**config.mk**
```make
export PLATFORM = sky130hd
export DESIGN_NAME = etm_merge
export DESIGN_NICKNAME = d
export VERILOG_FILES = /design/src/sv/etm_pkg.sv /design/src/sv/etm_merge.sv
export SDC_FILE = /design/constraint.sdc
export NUM_CORES = 1
export LEC_CHECK = 0
export BUFFER_PORTS_ARGS = -buffer_cell sky130_fd_sc_hd__clkbuf_2
export CAP_MARGIN = 25
export CORE_UTILIZATION = 52
export CTS_CLUSTER_SIZE = 24
export DETAILED_ROUTE_END_ITERATION = 10
export PLACE_DENSITY = 0.75
export SLEW_MARGIN = 20
export SYNTH_ARGS = -nofsm -noshare
export SYNTH_HDL_FRONTEND = slang
export SYNTH_SLANG_ARGS = --single-unit
export TNS_END_PERCENT = 10
```
**constraint.sdc**
```tcl
create_clock -name clk_i -period 4.9 [get_ports clk_i]
set_input_delay 0.245 -clock clk_i [delete_from_list [all_inputs] [get_ports clk_i]]
set_output_delay 0.245 -clock clk_i [all_outputs]
set_load 0.02 [all_outputs]
```
**src/sv/etm_pkg.sv**
```systemverilog
`default_nettype none
package etm_pkg;

  typedef struct packed {
    logic [15:0] red_in;
    logic [15:0] green_in;
    logic [15:0] blue_in;
  } etm_in_t;

  typedef struct packed {
    logic [15:0] red_out;
    logic [15:0] green_out;
    logic [15:0] blue_out;
  } etm_out_t;

  // Valid bit and the "tone-mapped value is zero" flag that travel with a sample.
  typedef struct packed {
    logic valid;
    logic zero;
  } etm_ctl_t;

  // One level of the power-of-two series pipeline.
  typedef struct packed {
    logic [31:0] term;
    logic [31:0] x;
    logic [33:0] sum;
    logic [5:0]  sh;
    logic        big;
  } etm_p2_t;

  // One level of the logarithm pipeline.
  typedef struct packed {
    logic [31:0] z;
    logic [4:0]  k;
    logic [15:0] frac;
    logic        one;
  } etm_lg_t;

  localparam logic [7:0] CFG_EXPOSURE  = 8'd0;
  localparam logic [7:0] CFG_INV_GAMMA = 8'd1;

  localparam logic [15:0] EXPOSURE_RST  = 16'd256;
  localparam logic [15:0] INV_GAMMA_RST = 16'd1862;

  localparam logic [31:0] LOG2E_Q31 = 32'd3098164009;
  localparam logic [31:0] LN2_Q32   = 32'd2977044472;

  localparam int unsigned TAYLOR_TERMS = 12;
  localparam int unsigned NORM_STEPS   = 5;
  localparam int unsigned SQ_STEPS     = 16;
  localparam int unsigned LANES        = 3;

  // ceil(2^36 / i): floor(a / i) equals (a * recip(i)) >> 36 for any 32-bit a.
  function automatic logic [35:0] recip(input logic [3:0] i);
    logic [35:0] r;
    case (i)
      4'd2:    r = 36'd34359738368;
      4'd3:    r = 36'd22906492246;
      4'd4:    r = 36'd17179869184;
      4'd5:    r = 36'd13743895348;
      4'd6:    r = 36'd11453246123;
      4'd7:    r = 36'd9817068106;
      4'd8:    r = 36'd8589934592;
      4'd9:    r = 36'd7635497416;
      4'd10:   r = 36'd6871947674;
      4'd11:   r = 36'd6247225158;
      4'd12:   r = 36'd5726623062;
      default: r = 36'd0;
    endcase
    return r;
  endfunction

endpackage
`default_nettype wire

```
**src/sv/etm_merge.sv**
```systemverilog
`default_nettype none
module etm_merge (
  input  wire logic              clk_i,
  input  wire logic              rst_ni,
  input  wire logic [2:0]        lane_valid_i,
  input  wire etm_pkg::etm_out_t res_i,
  output logic                   en_o,
  output logic                   out_valid_o,
  output etm_pkg::etm_out_t      out_data_o,
  input  wire logic              out_stall_i
);

  logic              p_v;
  logic              o_v_q, s_v_q;
  etm_pkg::etm_out_t o_q, s_q;
  logic              take;

  assign p_v  = &lane_valid_i;
  assign take = o_v_q && !out_stall_i;
  // The lanes only move while the skid register is empty.
  assign en_o = !s_v_q;

  always_ff @(posedge clk_i or negedge rst_ni) begin
    if (!rst_ni) begin
      o_v_q <= 1'b0;
      s_v_q <= 1'b0;
    end else if (s_v_q) begin
      if (take) begin
        s_v_q <= 1'b0;
      end
    end else if (!o_v_q || take) begin
      o_v_q <= p_v;
    end else if (p_v) begin
      s_v_q <= 1'b1;
    end
  end

  always_ff @(posedge clk_i) begin
    if (s_v_q) begin
      if (take) begin
        o_q <= s_q;
      end
    end else if (!o_v_q || take) begin
      o_q <= res_i;
    end else begin
      s_q <= res_i;
    end
  end

  assign out_valid_o = o_v_q;
  assign out_data_o  = o_q;

  a_lanes_agree: assert property (@(posedge clk_i) disable iff (!rst_ni)
    (lane_valid_i[0] == lane_valid_i[1]) && (lane_valid_i[1] == lane_valid_i[2]))
    else $error("lane valid bits disagree");

  a_skid_behind_out: assert property (@(posedge clk_i) disable iff (!rst_ni)
    s_v_q |-> o_v_q)
    else $error("skid register full while output empty");

  a_stall_fills_skid: assert property (@(posedge clk_i) disable iff (!rst_ni)
    (!s_v_q && p_v && o_v_q && out_stall_i) |=> (s_v_q && o_v_q))
    else $error("stalled request was not parked");

endmodule
`default_nettype wire

```
Word-level counts from Yosys, hierarchy flattened. Index checks and enable logic that the tools add are counted.

Mux-type cells: 7. Equality and inequality tests: 1. Bitwise operators: 2. Reductions and logical operators: 10.

Operators by type and width (number): 48-bit two-way mux (3); 2-bit AND reduction (3); 1-bit two-way mux (4); 1-bit logical NOT (3); 3-bit AND reduction (1); 2-bit by 1-bit inequality test with 1-bit output, second input constant (1); 1-bit NOT (2); 2-bit nonzero test (1); 1-bit logical AND (1); 1-bit logical OR (1).

Output and inout bits: 50. Logic and storage cells: 28. Input bits: 54. Register bits after elaboration: 98.

Longest topological paths before layout.
Word-level depth: 5. Depth in mapped cells: 4. Gate-level depth less buffers: 2.

Worst setup path before layout. Ideal clock, no wire load.

Path type: register to register. Start point: register o_v_q, in the netlist out_valid_o. End point: register o_q, in the netlist out_data_o[0] (enable). Library setup time: 476 ps. Clock period less this slack: 3548 ps. Cell stages (with the launch flop): 2. Data required time: 4424 ps. Path slack: 1352 ps. Path buffers: 0. Arrival time: 3072 ps. Path through: dfrtp_1 > mux2i_1.

Word-level cells in the longest chain between the ends: 4. Elaborated cells between the ends (all ways): 6. Classes of those cells: eq/ne: 1; reduce/logical: 5.

Ends and longest elaborated chain: start: declaration (RTL line etm_merge.sv:14) `logic o_v_q, s_v_q;`; start signal: assignment (RTL line etm_merge.sv:32) `o_v_q <= p_v;`; 1-bit logical NOT / 1-bit logical AND (equally long branches) (RTL line etm_merge.sv:43, etm_merge.sv:19); 1-bit logical OR (RTL line etm_merge.sv:43) `end else if (!o_v_q || take) begin`; 2-bit nonzero test (no source line); 2-bit AND reduction (no source line) *; end signal: assignment (RTL line etm_merge.sv:41) `o_q <= s_q;`; end signal: assignment (RTL line etm_merge.sv:44) `o_q <= res_i;`; end: declaration (RTL line etm_merge.sv:15) `etm_pkg::etm_out_t o_q, s_q;`.

Mark *: on every way between the ends. The rest lies on a longest branch, timed or not. A chain may end at the register's enable or synchronous reset.

Final worst setup path.
Start point: register s_v_q. End point: register o_q, in the netlist out_data_o[30] (enable).

Word-level cells in the longest chain between the ends: 2. Elaborated cells between the ends (all ways): 3. Classes of those cells: eq/ne: 1; reduce/logical: 2.

Ends and longest elaborated chain: start: declaration (RTL line etm_merge.sv:14); start signal: assignment (RTL line etm_merge.sv:26) `s_v_q <= 1'b0;`; start signal: assignment (RTL line etm_merge.sv:29) `s_v_q <= 1'b0;`; start signal: assignment (RTL line etm_merge.sv:34) `s_v_q <= 1'b1;`; 2-bit by 1-bit inequality test with 1-bit output (no source line) / 2-bit nonzero test (equally long branches); 2-bit AND reduction (no source line) *.

Marked as above.

==> results.md <==
* Critical Path RT at 4.94 ns
* Power density over cell area at 351.2 nW/µm²
* Register bit total from synthesis at 98
* Count of input and output buffers at 103
* Skew final at 0.008537 ns
* Slew HR at 39.61%
* FMAX at 437.6 MHz
* Fin area at around 4500 µm²
* Crit path arrival time at between 2 and 2.5 ns
* Unrepaired setup endpoints after global routing: false
* Cell Chain, Critical Path: mux2i_4 -> buf_16 -> buf_4
* Share of layout cells above drive strength 1 at between 60% and 70%
* Drt via density at 4.765
* Net count reported at finish at 324
* DR iter-0 viols at slightly above 60
* Fillers at 517
* Internal cell power at 0.001234 W
* Met3 WL post-DR at 307 µm
* Setup Crit Path Kind: register to register
* Switching share of power at 22.77%
* Commonest non-fill, non-tap cell in the layout: clkbuf_2
* Slowest cell on the critical path: dfrtp_4
* Register clock-pin slew on the reported worst setup and hold paths at 0.09 ns
* M1 WL at ~2.5 mm
* Seq. cell area at 2937 µm²
* Final Core Density at 65.85%
* Routed Antenna Nets at 0
* CP peak stage delay at between 0.8 and 0.9 ns
* Synthesized area at 3797 µm²
* First-pass GRT wire length at 8.631 mm
* Die ar. at 7648 µm²
* Chip height at 87.46 µm
* YS warnings at 0
* Combinational fraction of design power at 10.4%
* CP Max Fanout at 52
* Initial antenna violation count at 0
* Total core area at 6907 µm²
* Initial Util at a little over half
* Switch Pwr at 0.0003638 W
* Placed Area at 4374 µm²
* Avg Synthesized Cell Area at 23.88 µm²
* Post-CTS setup buffer count at 0
* Routed length per instance at approximately 15 µm
* Post-DP HPWL at 3.968 mm
* Final period utilization at 46.64%
* Final Wtd Congestion at 0.6792
* Hold Vio Cnt, Final at 0
* Seq pwr share at 62.4%
* Max layer used: met4
* Post-Route WL at 5.639 mm
* Die X-Extent at roughly 87 µm
* Area Overhead vs Synth at 19.77%
* Routed vias at approximately 1800
* Startpoint types: register
* Placed Cells at 354
* Non-Filler Instances at 371
* Multi-input combinational cell area at roughly 770 µm²
* Pin count of the biggest net entering global routing at 53
* CP Buf/Inv Count at 2
* Detailed-route DRC error count at 0
* Post-route setup TNS at 0 ns
* Least-Margin Pin Slew at 0.9059 ns
* Clock network power share at 27.2%
* Synthesized Nets at roughly 210
* Worst Hold Class: input pin to register
* Setup violators final at 0
* Cells after Synth at 159
* Pre-CTS WS at 2.494 ns
* ANT cells at 0
* Post-synthesis sequential area ratio at 77.23%
* Outcome: completed
* Most frequent cells in the layout: clkbuf_2, edfxtp_1, mux2_4
* Worst ir drop on vdd at 0.0001778 V
* I/O pin cnt at 104
* Final WS setup at 2.615 ns
* Clk_lat worst skew at 0.34 ns
* CTS sink cnt at 98
* DRT Pass-1 Iters at 4
* Leakage at 1.827 nW
* Clk root buf: clkbuf_8
* Vias in the first global route at 1733
* Grt ovf at 0
* Routed length on met2 at 2.785 mm
* Max-cap violations at 0
* CTS HTree Levels at 3
* Row cnt at 30
* Fin. max-slew vios at 0
* Total GRT Usage at 15.70%
* Min Tclk post-route at 2.285 ns
* Critical Path End Type: register
* Top delay family on crit path: flip-flops
* CTS tree: done
* CTS Buf Count at 9
* Synth unique cells at 12
* Max Buffers Root-to-Sink at 2
==> timing repair <==
action / in CTS / in global routing
gates resized for setup: 0 / 0
endpoints found under the hold margin: 2 / 0
hold buffers: 1 / 0
==> routing by layer <==
layer,up-vias,global-route usage (%)
met5,-,0
met4,0,7.154
met3,7,3.981
met2,65,24.08
met1,845,21.26
li1,851,-
==> layout make-up <==
cell class / count / share of cell area [%]
inverter: 1 / 0.08253
multi-input combinational: 54 / 16.86
timing repair buffer: 106 / 12.32
clock inverter: 6 / 0.7153
sequential: 98 / 64.57
clock buffer: 10 / 2.806
tap: 96 / 2.641
==> per-stage QoR <==
stage	total power [W]	hold WS, ns
after floorplan	0.001114	-0.05059
final	0.001598	0.09348
after CTS	0.001613	0.07843
after detailed placement	0.001185	0.03821
after global routing	0.001660	0.06794
after global placement	0.001177	0.03981
==> state kept, by name (all words and copies together) (netlist names) <==
register / count
out_data_o: 48
s_v_q: 1
out_valid_o: 1
s_q: 48
==> cell usage after synthesis (all sizes together) <==
cell,count,area share [%]
a21oi,1,0.13
and3,1,0.16
buf,6,2.9
dfrtp,2,1.3
edfxtp,96,76
inv,1,0.099
mux2,48,19
mux2i,1,0.26
nand3,1,0.13
o21ai,2,0.26
==> cell families (layout without fill, tap and decap cells) <==
kind of cell           count (synthesis)  count (layout)  synth area share [%]
AOI/OAI and AO/OA                      3               3                0.3953
and+or+nand+nor                        2               2                0.2965
muxes                                 49              49                 19.04
buffers and inverters                  7             123                 3.031
DFF                                   98              98                 77.23
==> power groups by stage <==
stage                     sequential [W]  combinational [W]  clock, W
after floorplan                  0.00106          0.0000540         0
after CTS                       0.000998           0.000168  0.000447
after global routing             0.00100           0.000178  0.000480
after detailed placement         0.00102           0.000168         0
final                           0.000997           0.000166  0.000434
after global placement           0.00102           0.000162         0
==> path summary, 6_finish.rpt <==
check,startpoint,end,slack (ns),depth (start not counted)
max,s_v_q,out_data_o[30],2.61,3
min,res_i[36],s_q[36],0.09,1
max reg2reg,s_v_q,out_data_o[30],2.61,3
min reg2reg,s_q[37],out_data_o[37],0.55,1
max in group asynchronous,rst_ni,s_v_q,4.56,2
min in group asynchronous,rst_ni,s_v_q,0.22,2
Note: power is estimated with default switching activity, not from simulation.
